==> src/rtl/hkac_pkg.sv <==
// ----------------------------------------------------------------------------
// hkac_pkg
// shared widths, register codes, request types and table functions of the
// hard knee compressor
// ----------------------------------------------------------------------------
package hkac_pkg;

	localparam int SAMPLE_BITS    = 16;
	localparam int LOG_TABLE_BITS = 8;
	localparam int MANT_BITS      = 31;   // q1.30 mantissa
	localparam int MANT_FRAC      = 30;
	localparam int POS_BITS       = $clog2(SAMPLE_BITS);
	localparam int OCT_FRAC       = 16;   // octave levels in q.16
	localparam int LVL_BITS       = 24;
	localparam int SHIFT_BITS     = LVL_BITS - OCT_FRAC;
	localparam int DIV_BITS       = 26;
	localparam int DIV_STEP       = 2;
	localparam int DIV_STAGES     = DIV_BITS / DIV_STEP;
	localparam int RATIO_BITS     = 10;
	localparam int THR_BITS       = 16;
	localparam int GAIN_BITS      = 14;
	localparam int CFG_DATA_BITS  = 16;
	localparam int CFG_INDEX_BITS = 3;
	localparam int CONV_BITS      = 24;
	localparam int RATIO_SHIFT    = 4;    // ratio is in 1/16 steps

	localparam logic [RATIO_BITS-1:0] RATIO_MIN = RATIO_BITS'(16);
	localparam logic [RATIO_BITS-1:0] RATIO_MAX = RATIO_BITS'(512);

	// 1/256 dB to q.16 octaves, scaled by 2^16
	localparam logic signed [CONV_BITS-1:0] DB_TO_OCT = CONV_BITS'(2786635);

	localparam logic signed [LVL_BITS-1:0] LVL_OFFSET =
		LVL_BITS'((SAMPLE_BITS - 1) << OCT_FRAC);

	localparam int SHIFT_SAT  = 32;
	localparam int SHIFT_ZERO = 63;

	typedef enum logic [CFG_INDEX_BITS-1:0] {
		REG_THRESHOLD   = 3'd0,
		REG_RATIO       = 3'd1,
		REG_INPUT_GAIN  = 3'd2,
		REG_MAKEUP_GAIN = 3'd3,
		REG_BYPASS      = 3'd4
	} cfg_reg_t;

	typedef struct packed {
		logic signed [LVL_BITS-1:0] thr_oct;
		logic signed [LVL_BITS-1:0] gin_oct;
		logic signed [LVL_BITS-1:0] mk_oct;
		logic [RATIO_BITS-1:0]      ratio;
		logic                       bypass;
	} cfg_t;

	// per-request sideband that travels with the pipeline
	typedef struct packed {
		logic                   byp;
		logic                   zero;
		logic                   neg;
		logic                   comp;
		logic [SAMPLE_BITS-1:0] mag;
		logic [SAMPLE_BITS-1:0] raw;
	} smp_t;

	function automatic logic [63:0] isqrt64(input logic [63:0] v_in);
		logic [63:0] v;
		logic [63:0] r;
		logic [63:0] b;
		v = v_in;
		r = '0;
		b = 64'h4000_0000_0000_0000;
		for (int i = 0; i < 32; i++) begin
			if (b > v) b = b >> 2;
		end
		for (int i = 0; i < 32; i++) begin
			if (b != 64'd0) begin
				if (v >= r + b) begin
					v = v - (r + b);
					r = (r >> 1) + b;
				end else begin
					r = r >> 1;
				end
				b = b >> 2;
			end
		end
		return r;
	endfunction

	// 2^(2^-k) in q1.30, k from 1, each root taken from the previous one
	function automatic logic [MANT_BITS-1:0] exp2_const(input int k);
		logic [63:0] c;
		c = isqrt64(64'd2 << 60);
		for (int j = 1; j < LOG_TABLE_BITS; j++) begin
			if (j < k) c = isqrt64(c << MANT_FRAC);
		end
		return c[MANT_BITS-1:0];
	endfunction

endpackage

==> src/rtl/hkac_cfg.sv <==
// ----------------------------------------------------------------------------
// hkac_cfg
// configuration registers, dB values held as q.16 octaves, ratio clamped
// ----------------------------------------------------------------------------
module hkac_cfg import hkac_pkg::*; (
	input  logic                      clk,
	input  logic                      arst_n,
	input  logic                      cfg_valid,
	output logic                      cfg_ready,
	input  logic [CFG_INDEX_BITS-1:0] cfg_index,
	input  logic [CFG_DATA_BITS-1:0]  cfg_data,
	output cfg_t                      cfg
);

	cfg_t cfg_q;
	logic [RATIO_BITS-1:0] ratio_c;
	logic signed [LVL_BITS-1:0] thr_c;
	logic signed [LVL_BITS-1:0] gain_c;

	function automatic logic signed [LVL_BITS-1:0] db_to_oct(
		input logic signed [THR_BITS-1:0] db);
		logic signed [THR_BITS+CONV_BITS-1:0] prod;
		prod = db * DB_TO_OCT;
		return prod[OCT_FRAC +: LVL_BITS];
	endfunction

	assign cfg_ready = 1'b1;
	assign cfg       = cfg_q;

	always_comb begin
		ratio_c = cfg_data[RATIO_BITS-1:0];
		if (ratio_c < RATIO_MIN) ratio_c = RATIO_MIN;
		if (ratio_c > RATIO_MAX) ratio_c = RATIO_MAX;
		thr_c  = db_to_oct($signed(cfg_data[THR_BITS-1:0]));
		gain_c = db_to_oct(THR_BITS'($signed(cfg_data[GAIN_BITS-1:0])));
	end

	always_ff @(posedge clk or negedge arst_n) begin
		if (!arst_n) begin
			cfg_q.thr_oct <= '0;
			cfg_q.gin_oct <= '0;
			cfg_q.mk_oct  <= '0;
			cfg_q.ratio   <= RATIO_MIN;
			cfg_q.bypass  <= 1'b0;
		end else if (cfg_valid) begin
			case (cfg_reg_t'(cfg_index))
				REG_THRESHOLD:   cfg_q.thr_oct <= thr_c;
				REG_RATIO:       cfg_q.ratio   <= ratio_c;
				REG_INPUT_GAIN:  cfg_q.gin_oct <= gain_c;
				REG_MAKEUP_GAIN: cfg_q.mk_oct  <= gain_c;
				REG_BYPASS:      cfg_q.bypass  <= cfg_data[0];
				default: ;
			endcase
		end
	end

endmodule

==> config.mk <==
export PLATFORM = sky130hd
export DESIGN_NAME = hkac_cfg
export DESIGN_NICKNAME = d
export VERILOG_FILES = /design/src/rtl/hkac_pkg.sv /design/src/rtl/hkac_cfg.sv
export SDC_FILE = /design/constraint.sdc
export NUM_CORES = 1
export LEC_CHECK = 0
export BUFFER_PORTS_ARGS = -buffer_cell sky130_fd_sc_hd__buf_4
export CORE_MARGIN = 2
export CORE_UTILIZATION = 60
export CTS_CLUSTER_SIZE = 12
export DETAILED_ROUTE_END_ITERATION = 6
export PLACE_DENSITY_LB_ADDON = 0.25
export SYNTH_ARGS = -nofsm -noshare
export SYNTH_HDL_FRONTEND = slang
export SYNTH_SLANG_ARGS = --single-unit
export TNS_END_PERCENT = 20
==> constraint.sdc <==
create_clock -name clk -period 1.25 [get_ports clk]
set_clock_uncertainty 0.05 [all_clocks]
set_input_delay 0.0625 -clock clk [delete_from_list [all_inputs] [get_ports clk]]
set_output_delay 0.0625 -clock clk [all_outputs]
set_load 0.02 [all_outputs]
==> metrics.md <==
| Metric | Value |
|---|---|
| Status | finished, violations left |
| Violated checks | DRC, setup timing |
| WL/cell | 24.2 um |
| Critical Path Start Type | input port |
| Clk buf depth | 2 |
| Antenna Nets Post-Route | 0 |
| Clk Latency, worst-skew pair | 0.35 ns |
| H-tree Lvls | 3 |
| WL final | 49800 um |
| Achievable Freq | 203 MHz |
| Min Tclk post-route | 4.92 ns |
| Initial antenna violation count | 0 |
| Setup TNS | -213.41 ns |
| Filler cell count | 1012 |
| Worst Path Max Fanout | 6 |
| DR iter-0 viols | 1139 |
| Clock slew at reported path FFs | 0.07 ns |
| Starting density of the core | 0.606 |
| Number of synthesized flops with an enable pin | 0 |
| Highest routed metal layer | met4 |
| Yosys warns | 0 |
| Post-DP HPWL | 31000 um |
| Row count | 54 |
| R2R Setup Slk | 0.42 ns |
| CTS tree | yes |
| RSZ-0062 raised after global routing | yes |
| R2r endpoint | cfg[5]$_DFFE_PN1P_ |
| Slew headroom | 0.652 |
| Vias in the first global route | 13600 |
| Mean post-synth cell area | 9.52 um2 |
| Yosys cell types | 59 |
| Max-Cap Viols | 0 |
| Fin util | 0.860 |
| CORE AREA | 21700 um2 |
| Synth Instances | 1380 |
| Die W | 152 um |
| Total GRT Usage | 0.393 |
| DRT Pass-1 Iters | 7 |
| ANT cells | 0 |
| Vias/cell | 6.21 |
| Synth Net Count | 1868 |
| CP arrival | 5.14 ns |
| Root buf cell | clkbuf_16 |
| CTS Buf Count | 9 |
| Mapped Area | 13100 um2 |
| Fin nets | 2263 |
| Full die area | 23100 um2 |
| Final worst slack | -3.67 ns |
| Residual DRC | 5 |
| Vias | 12800 |
| Grt total ovfl | 0 |
| R2r startpoint | cfg[5]$_DFFE_PN1P_ |
| Worst min-delay path category | input port to flop |
| Top_reg_cell synth | dfrtp_1 |
| CP endpoint | cfg[78]$_DFFE_PN0P_ |
| Hold Violations, Final | 0 |
| Wl on met1 | 16900 um |
| Critical path required time | 1.47 ns |
| Fin crit share | 3.94 |
| Reg2Reg Depth | 1 |
| Post-synth ARST share | 1.00 |
| Area Overhead vs Synth | 41.9% |
| Worst-margin pin slew | 0.517 ns |
| Worst Setup End Kind | flop |
| Ports | 106 |
| Flops & latches, synth | 76 |
| Largest net degree at the start of global routing | 47 |
| First-pass GRT wire length | 71400 um |
| WL met3 | 4450 um |
| Kind of critical path | input port to flop |
| Sequential area share after synthesis | 0.145 |
| Layout cell share with drive strength beyond 1 | 0.379 |
| DIE HEIGHT | 152 um |
| Met2 WL | 23800 um |
| # port buffers | 104 |
| CTS Sinks | 76 |
| CP startpoint | cfg_data[7] |
| Max reg flops | 76 |
| Final Wtd Congestion | 0.989 |
| Final Max Slew Viols | 0 |
| Final setup fails | 72 |
[cell type report]
cell class / count / area [um2] / area share
clock buffer: 9 / 225 / 0.0121
clock inverter: 7 / 105 / 0.00563
inverter: 301 / 1140 / 0.0611
multi-input combinational: 967 / 11500 / 0.616
sequential: 76 / 1900 / 0.102
tap: 280 / 350 / 0.0188
timing repair buffer: 420 / 3440 / 0.184
[routing by layer]
metal,up-vias,track usage
li1,5320,-
met5,-,0
met4,0,0.231
met2,893,0.687
met3,415,0.0898
met1,6161,0.440
[critical path, cell delays in order]
cell and delay, ns:
buf_12 0.12, ha_4 0.25, buf_4 0.14, buf_4 0.15, ha_1 0.34, fa_1 0.53, fa_1 0.57, fa_1 0.43
ha_1 0.30, ha_1 0.41, a21oi_1 0.12, o21ai_0 0.32, a21oi_1 0.17, o21ai_0 0.45, a21oi_1 0.15, nor2b_1 0.21
a211oi_2 0.08, xor2_1 0.17, o21ai_1 0.17
[how the worst min path moves through the flow]
stage / from / to / slack, ns / cells past startpoint
2_1_floorplan: arst_n / cfg[0]$_DFFE_PN0P_ / -0.28 / 0
3_3_place_gp: arst_n / cfg[14]$_DFFE_PN0P_ / -0.06 / 1
3_5_place_dp: arst_n / cfg[38]$_DFFE_PN0P_ / -0.06 / 1
4_1_cts: cfg_data[7] / cfg[8]$_DFFE_PN0P_ / 0.0002 / 3
5_1_grt: cfg_data[7] / cfg[8]$_DFFE_PN0P_ / 0.02 / 3
6_report: cfg_data[7] / cfg[8]$_DFFE_PN0P_ / 0.002 / 3
[synth_stat cells, types with 2 or more instances]
cell	n	area share
clkbuf_1	26	0.0074
a41oi_1	2	0.0013
a221oi_1	2	0.0013
o21ai_1	20	0.0076
inv_1	301	0.086
o31ai_1	6	0.0034
o221ai_1	2	0.0013
and4_1	3	0.0020
nand2b_1	5	0.0024
xnor2_1	29	0.019
a311oi_2	2	0.0023
and2_1	3	0.0014
a21oi_1	59	0.022
mux2_2	2	0.0017
a22o_1	9	0.0060
o211ai_1	5	0.0029
ha_1	312	0.30
a31oi_1	2	0.00095
o21bai_1	13	0.0074
a21o_1	29	0.017
nand3_1	13	0.0049
nor2_1	25	0.0071
nand3b_1	2	0.0011
a21oi_2	3	0.0020
a211oi_2	2	0.0019
nor3_1	6	0.0023
a21boi_1	4	0.0023
nor2b_1	8	0.0038
a211oi_1	3	0.0017
nand2_1	109	0.031
dfrtp_1	75	0.14
xor2_1	14	0.0093
a221o_1	2	0.0015
buf_2	2	0.00076
nand4_1	18	0.0086
and3_1	9	0.0043
fa_1	154	0.23
buf_4	8	0.0046
o21ai_0	71	0.027
[kinds of logic after synthesis]
kind of cell	after synthesis	share of synthesized area
compound gates	249	0.122
xor+xnor	43	0.0287
fa+ha+maj	466	0.532
buf+inv	337	0.0987
flops	76	0.145
mux	2	0.00171
other cells	1	0.000285
simple gates	206	0.0723
[metrics by stage]
stage | area, um2 | cells | worst slack, ns | hold slack, ns
global placement | 16800 | 2005 | -3.74 | -0.0608
global route | 18700 | 2060 | -3.77 | 0.0200
floorplan | 13700 | 1380 | -3.45 | -0.283
detailed placement | 16800 | 2005 | -3.86 | -0.0578
CTS | 18300 | 2052 | -3.35 | 0.000222
finish | 18700 | 2060 | -3.67 | 0.00241
[timing repair]
action / CTS / global route
pin swaps: 137 / 49
setup buffers: 31 / 8
hold buffers: 1 / 0
endpoints found under the setup margin: 73 / 73
hold endpoints to repair: 76 / 0
resized for setup: 193 / 79
[layout by cell type, fill, tap and decap left out, types with 4 or more instances in the layout]
master     count
ha_1         240
a21o_1        29
inv_2         33
buf_8          5
o21ai_2        9
nand2b_1       5
o21ai_4        5
inv_1        265
o211ai_1       5
a21oi_4       10
a21oi_1       36
a21oi_2       16
fa_2          21
nand4_1       18
and3_1         9
xnor2_1       16
o21bai_4       4
o21bai_1       9
nor2b_1        6
buf_4        381
inv_6          4
o21ai_1       43
nand2_1      102
buf_12        14
dfrtp_1       75
ha_4          64
o21ai_0       34
buf_6         19
nand2_2        6
a22o_1         9
nor2_1        20
xnor2_2       13
a211oi_2       4
ha_2           8
xor2_1        13
nand3_1       13
fa_1         133
clkbuf_16      9
Power is left out: the tool's default activity adds up to more than one toggle a clock period on the data nets, which glitch-free logic cannot reach.
