**config.mk**
```make
export PLATFORM = sky130hd
export DESIGN_NAME = hkac_div
export DESIGN_NICKNAME = d
export VERILOG_FILES = /design/src/rtl/hkac_pkg.sv /design/src/rtl/hkac_div.sv
export SDC_FILE = /design/constraint.sdc
export NUM_CORES = 1
export LEC_CHECK = 0
export BUFFER_PORTS_ARGS = -buffer_cell sky130_fd_sc_hd__buf_4
export CORE_UTILIZATION = 54
export DETAILED_ROUTE_END_ITERATION = 10
export GPL_ROUTABILITY_DRIVEN = 0
export PLACE_DENSITY = 0.76
export SETUP_SLACK_MARGIN = 0.05
export SYNTH_ARGS = -nofsm -noshare
export SYNTH_HDL_FRONTEND = slang
export SYNTH_SLANG_ARGS = --single-unit
```
**constraint.sdc**
```tcl
create_clock -name clk -period 4 [get_ports clk]
set_input_delay 0 -clock clk [delete_from_list [all_inputs] [get_ports clk]]
set_output_delay 0 -clock clk [all_outputs]
set_load 0.03 [all_outputs]
```
**src/rtl/hkac_pkg.sv**
```systemverilog
// ----------------------------------------------------------------------------
// hkac_pkg
// shared widths, register codes, request types and table functions of the
// hard knee compressor
// ----------------------------------------------------------------------------
package hkac_pkg;

	localparam int SAMPLE_BITS    = 16;
	localparam int LOG_TABLE_BITS = 8;
	localparam int MANT_BITS      = 31;   // q1.30 mantissa
	localparam int MANT_FRAC      = 30;
	localparam int POS_BITS       = $clog2(SAMPLE_BITS);
	localparam int OCT_FRAC       = 16;   // octave levels in q.16
	localparam int LVL_BITS       = 24;
	localparam int SHIFT_BITS     = LVL_BITS - OCT_FRAC;
	localparam int DIV_BITS       = 26;
	localparam int DIV_STEP       = 2;
	localparam int DIV_STAGES     = DIV_BITS / DIV_STEP;
	localparam int RATIO_BITS     = 10;
	localparam int THR_BITS       = 16;
	localparam int GAIN_BITS      = 14;
	localparam int CFG_DATA_BITS  = 16;
	localparam int CFG_INDEX_BITS = 3;
	localparam int CONV_BITS      = 24;
	localparam int RATIO_SHIFT    = 4;    // ratio is in 1/16 steps

	localparam logic [RATIO_BITS-1:0] RATIO_MIN = RATIO_BITS'(16);
	localparam logic [RATIO_BITS-1:0] RATIO_MAX = RATIO_BITS'(512);

	// 1/256 dB to q.16 octaves, scaled by 2^16
	localparam logic signed [CONV_BITS-1:0] DB_TO_OCT = CONV_BITS'(2786635);

	localparam logic signed [LVL_BITS-1:0] LVL_OFFSET =
		LVL_BITS'((SAMPLE_BITS - 1) << OCT_FRAC);

	localparam int SHIFT_SAT  = 32;
	localparam int SHIFT_ZERO = 63;

	typedef enum logic [CFG_INDEX_BITS-1:0] {
		REG_THRESHOLD   = 3'd0,
		REG_RATIO       = 3'd1,
		REG_INPUT_GAIN  = 3'd2,
		REG_MAKEUP_GAIN = 3'd3,
		REG_BYPASS      = 3'd4
	} cfg_reg_t;

	typedef struct packed {
		logic signed [LVL_BITS-1:0] thr_oct;
		logic signed [LVL_BITS-1:0] gin_oct;
		logic signed [LVL_BITS-1:0] mk_oct;
		logic [RATIO_BITS-1:0]      ratio;
		logic                       bypass;
	} cfg_t;

	// per-request sideband that travels with the pipeline
	typedef struct packed {
		logic                   byp;
		logic                   zero;
		logic                   neg;
		logic                   comp;
		logic [SAMPLE_BITS-1:0] mag;
		logic [SAMPLE_BITS-1:0] raw;
	} smp_t;

	function automatic logic [63:0] isqrt64(input logic [63:0] v_in);
		logic [63:0] v;
		logic [63:0] r;
		logic [63:0] b;
		v = v_in;
		r = '0;
		b = 64'h4000_0000_0000_0000;
		for (int i = 0; i < 32; i++) begin
			if (b > v) b = b >> 2;
		end
		for (int i = 0; i < 32; i++) begin
			if (b != 64'd0) begin
				if (v >= r + b) begin
					v = v - (r + b);
					r = (r >> 1) + b;
				end else begin
					r = r >> 1;
				end
				b = b >> 2;
			end
		end
		return r;
	endfunction

	// 2^(2^-k) in q1.30, k from 1, each root taken from the previous one
	function automatic logic [MANT_BITS-1:0] exp2_const(input int k);
		logic [63:0] c;
		c = isqrt64(64'd2 << 60);
		for (int j = 1; j < LOG_TABLE_BITS; j++) begin
			if (j < k) c = isqrt64(c << MANT_FRAC);
		end
		return c[MANT_BITS-1:0];
	endfunction

endpackage

```
**src/rtl/hkac_div.sv**
```systemverilog
// ----------------------------------------------------------------------------
// hkac_div
// pipelined restoring divider, two quotient bits per stage
// ----------------------------------------------------------------------------
module hkac_div import hkac_pkg::*; (
	input  logic                       clk,
	input  logic                       arst_n,
	input  logic                       in_valid,
	input  smp_t                       in_smp,
	input  logic signed [LVL_BITS-1:0] in_d,
	input  logic [DIV_BITS-1:0]        in_num,
	input  logic [RATIO_BITS-1:0]      ratio,
	output logic                       out_valid,
	output smp_t                       out_smp,
	output logic signed [LVL_BITS-1:0] out_d,
	output logic [DIV_BITS-1:0]        out_quot
);

	logic                       v_s    [0:DIV_STAGES];
	smp_t                       smp_s  [0:DIV_STAGES];
	logic signed [LVL_BITS-1:0] d_s    [0:DIV_STAGES];
	logic [DIV_BITS-1:0]        num_s  [0:DIV_STAGES];
	logic [DIV_BITS-1:0]        quot_s [0:DIV_STAGES];
	logic [RATIO_BITS-1:0]      rem_s  [0:DIV_STAGES];

	assign v_s[0]    = in_valid;
	assign smp_s[0]  = in_smp;
	assign d_s[0]    = in_d;
	assign num_s[0]  = in_num;
	assign quot_s[0] = '0;
	assign rem_s[0]  = '0;

	for (genvar k = 0; k < DIV_STAGES; k++) begin : g_stage
		logic [RATIO_BITS-1:0] rem_c;
		logic [DIV_BITS-1:0]   num_c;
		logic [DIV_BITS-1:0]   quot_c;

		always_comb begin : b_step
			logic [RATIO_BITS:0] t;
			rem_c  = rem_s[k];
			num_c  = num_s[k];
			quot_c = quot_s[k];
			for (int j = 0; j < DIV_STEP; j++) begin
				t     = {rem_c, num_c[DIV_BITS-1]};
				num_c = num_c << 1;
				if (t >= {1'b0, ratio}) begin
					t      = t - {1'b0, ratio};
					quot_c = {quot_c[DIV_BITS-2:0], 1'b1};
				end else begin
					quot_c = {quot_c[DIV_BITS-2:0], 1'b0};
				end
				rem_c = t[RATIO_BITS-1:0];
			end
		end

		always_ff @(posedge clk or negedge arst_n) begin
			if (!arst_n) v_s[k+1] <= 1'b0;
			else         v_s[k+1] <= v_s[k];
		end

		always_ff @(posedge clk) begin
			smp_s[k+1]  <= smp_s[k];
			d_s[k+1]    <= d_s[k];
			num_s[k+1]  <= num_c;
			quot_s[k+1] <= quot_c;
			rem_s[k+1]  <= rem_c;
		end
	end

	assign out_valid = v_s[DIV_STAGES];
	assign out_smp   = smp_s[DIV_STAGES];
	assign out_d     = d_s[DIV_STAGES];
	assign out_quot  = quot_s[DIV_STAGES];

endmodule

```
==> flow_summary.yaml <==
logic_synthesis:
  ys_warn_count: 0
  synth_nets: 3441
  synth_cell_types: 82
  async_flop_share_pct: 1.04
  ys_ff_latch: 1251
  ys_seq_area_share_pct: 64.4
  synth-edff-count: 0
  synth_area_um2: 39000
  synth_ff_type: "dfxtp_1"
  netlist_instances: 3066
  syn_area_per_cell_um2: 12.7
cts:
  clk_root_buffer_cell: "clkbuf_16"
  cts_max_level: 3
  cts.clk_slew.worst_paths_ns: 0.07
  cts_buffer_depth: 3
  clkLatencyLatePin_ns: 0.69
  cts_buffers: 112
  clkSinkCount: 1251
  tritoncts: "done"
sta:
  fin_setup_tns_ns: 0
  setup_viol: 0
  drv_slew: 0
  clock_skew_ns: 0.0475
  max_slew_margin_pct: 55.2
  tightest_slew_ns: 0.665
  max_freq_mhz: 252
  rsz0062_at_grt: "true"
  period_share_pct: 99.4
  fin_crit_ns: 3.97
  hold_viol: 0
power:
  p_per_area_nw_per_um2: 929
  vdd_ir_drop_max_v: 0.000695
  leakage_nw: 22.7
floorplan:
  die_area_um2: 73300
  design.portCount: 186
  core_area_um2: 71500
  start_util_pct: 54.5
  rows: 98
  die_w_um: 271
  fp.dieH_um: 271
setup_path:
  worstSetupPathType: "reg -> reg"
  worstPathArrival_ns: 4.52
  critPathCaptureType: "flip-flop"
  path_max_fanout: 8
  critPathRequiredTime_ns: 4.55
  r2r_slack_ns: 0.03
  r2r-end: "rem_s[103]"
  timing.rr.start: "rem_s[110]"
  startpoint_type: "flip-flop"
  ff2ff_path_depth: 16
global_route:
  grt_max_degree: 19
  grt_overflow: 0
  antenna_found_initial: 0
  grtUsageTotal_pct: 20.7
  grt_pass1_vias: 24700
  grt_pass1_wl_um: 122000
cells_and_area:
  syn_to_final_growth_pct: 31.5
  final_area_um2: 51300
  multi_input_area_um2: 14200
  seqCellArea_um2: 25100
  drive_above_1_share_pct: 28.0
  fillers: 4636
  antenna_cells: 0
  nNetsFinal: 4205
hold_path:
  worstHoldEndpoint: "g_stage[1].num_c[24]"
  hold_depth: 2
  hold_path.class: "in -> reg"
  hold_start: "in_num[20]"
place:
  portBuffers: 185
  dp_hpwl_um: 50000
  dpl_cell_area_um2: 44300
route:
  drtIter0Drc: 1231
  vias: 24300
  wire_per_inst_um: 16.1
  first_pass_iters: 8
  drt_wl_total_um: 78300
  drtAntennaViolNets: 0
  viasPerCell: 4.99
  remaining_drc_errors: 0
status:
  run_status: "completed"
job:
  maxCapViolations: 0
## cell families (layout without fill, tap and decap cells)
group                    count (synthesis)  count (layout)  share of synthesized area, %
AO/OA/AOI/OAI                          538             539                          9.03
buffers and inverters                  212            1069                          2.70
flip-flops                            1251            1251                          64.4
AND/OR/NAND/NOR                        454             454                          5.79
XOR/XNOR                               147             147                          3.30
multiplexers                           188             188                          5.47
adder cells (fa/ha/maj)                276             276                          9.32
## layout make-up
| type | count | share of cell area [%] |
|---|---|---|
| clock inverter | 59 | 1.87 |
| inverter | 130 | 0.964 |
| multi-input combinational | 1604 | 27.6 |
| sequential | 1251 | 49.0 |
| timing repair buffer | 731 | 12.0 |
| tap | 950 | 2.32 |
| clock buffer | 149 | 6.23 |
## repair_timing
item                                   CTS  global route
endpoints found under the hold margin  104             0
hold buffers                           175             0
resized for setup                       17           153
setup endpoints to repair               47           120
gates cloned                             1             2
pin swaps                               16            68
setup buffers                            9            19
## Yosys cell counts, types with 8 or more instances
| master | n | area [um2] |
|---|---|---|
| nor4_1 | 8 | 50.1 |
| fa_1 | 24 | 480 |
| a211oi_1 | 13 | 97.6 |
| clkbuf_1 | 8 | 30.0 |
| ha_1 | 252 | 3150 |
| nand2b_1 | 26 | 163 |
| nor2b_1 | 51 | 319 |
| o21bai_1 | 20 | 150 |
| xor2_1 | 40 | 350 |
| o22ai_1 | 11 | 68.8 |
| nor2_1 | 154 | 578 |
| mux2_4 | 14 | 210 |
| o31a_1 | 8 | 70.1 |
| o211ai_1 | 9 | 67.6 |
| dfrtp_1 | 13 | 325 |
| nand4_1 | 35 | 219 |
| nand2_1 | 70 | 263 |
| a31oi_1 | 15 | 93.8 |
| inv_1 | 129 | 484 |
| mux2_2 | 110 | 1240 |
| nand3_1 | 29 | 145 |
| a21o_1 | 58 | 435 |
| mux2i_1 | 30 | 300 |
| dfxtp_1 | 1238 | 24800 |
| a21boi_0 | 14 | 105 |
| nor3_1 | 31 | 155 |
| o31ai_1 | 16 | 120 |
| buf_4 | 61 | 458 |
| mux2_1 | 34 | 383 |
| o21ai_1 | 8 | 40.0 |
| o21a_1 | 48 | 360 |
| xnor2_1 | 107 | 937 |
| or3_1 | 10 | 62.6 |
| buf_2 | 11 | 55.1 |
| a21oi_1 | 140 | 701 |
| o21ai_0 | 109 | 546 |
## metrics by stage
stage	setup WS, ns	util [%]	hold WS, ns	instances	power [mW]
2_1_floorplan	-0.669	-	-0.296	3066	28.9
3_3_place_gp	-0.0918	62.0	-0.154	4460	34.2
3_5_place_dp	-0.165	62.0	-0.147	4460	34.6
4_1_cts	0.0589	70.4	0.00488	4853	46.7
5_1_grt	-0.123	71.7	-0.00721	4874	50.4
6_report	0.0254	71.7	0.00754	4874	47.6
## worst max path at each step
| stage | startpoint | end | slack, ns | depth (start not counted) |
|---|---|---|---|---|
| after floorplan | ratio[1] | rem_s[52] | -0.67 | 19 |
| after global placement | ratio[8] | rem_s[64] | -0.09 | 18 |
| after detailed placement | ratio[8] | rem_s[64] | -0.16 | 18 |
| after CTS | num_s[181] | rem_s[57] | 0.06 | 17 |
| after global routing | rem_s[110] | rem_s[100] | -0.12 | 17 |
| final | rem_s[110] | rem_s[103] | 0.03 | 16 |
## worst max-delay path, stage by stage (launching register included)
cell and delay (ns):
dfxtp_4 0.36, ha_4 0.22, nor2b_4 0.12, o211ai_1 0.31, a21oi_2 0.14, o21ai_2 0.21, and2_4 0.24, mux2_4 0.34
ha_4 0.24, o21a_1 0.18, o31a_1 0.14, o221a_4 0.28, o21ai_4 0.15, a21oi_2 0.09, a2111oi_4 0.32, buf_4 0.22
mux2_4 0.31
## sequential cells by signal, indices dropped and copies added, names as in the netlist
register / count
smp_s: 432
d_s: 288
quot_s: 156
g_stage.num_c: 132
rem_s: 120
out_smp: 36
out_quot: 26
num_s: 24
out_d: 24
v_s: 12
out_valid: 1
## metal layers
metal / global-route usage [%] / vias to the layer above / share of wire (%)
met5: 0 / - / 0
met4: 8.24 / 0 / 3.6
met3: 2.88 / 191 / 3.5
met2: 37.8 / 492 / 52
met1: 24.2 / 11500 / 41
li1: - / 12100 / -
## cells in the final DEF, fill, tap and decap left out, types with 96 or more instances in the layout
cell type | synthesis | routed
nor2_1 | 154 | 145
xnor2_1 | 107 | 107
inv_1 | 129 | 119
dlygate4sd3_1 | 0 | 175
mux2_2 | 110 | 96
a21oi_1 | 140 | 116
o21ai_0 | 109 | 96
clkbuf_16 | 0 | 113
buf_4 | 61 | 528
dfxtp_1 | 1238 | 1218
ha_1 | 252 | 206
## report_power, final
group | total (mW) | internal (mW) | switching, mW
registers | 15.0 | 14.3 | 0.715
logic | 21.0 | 11.4 | 9.61
clock network | 11.6 | 6.86 | 4.73
total | 47.6 | 32.6 | 15.1
(Power assumes the default switching activity.)
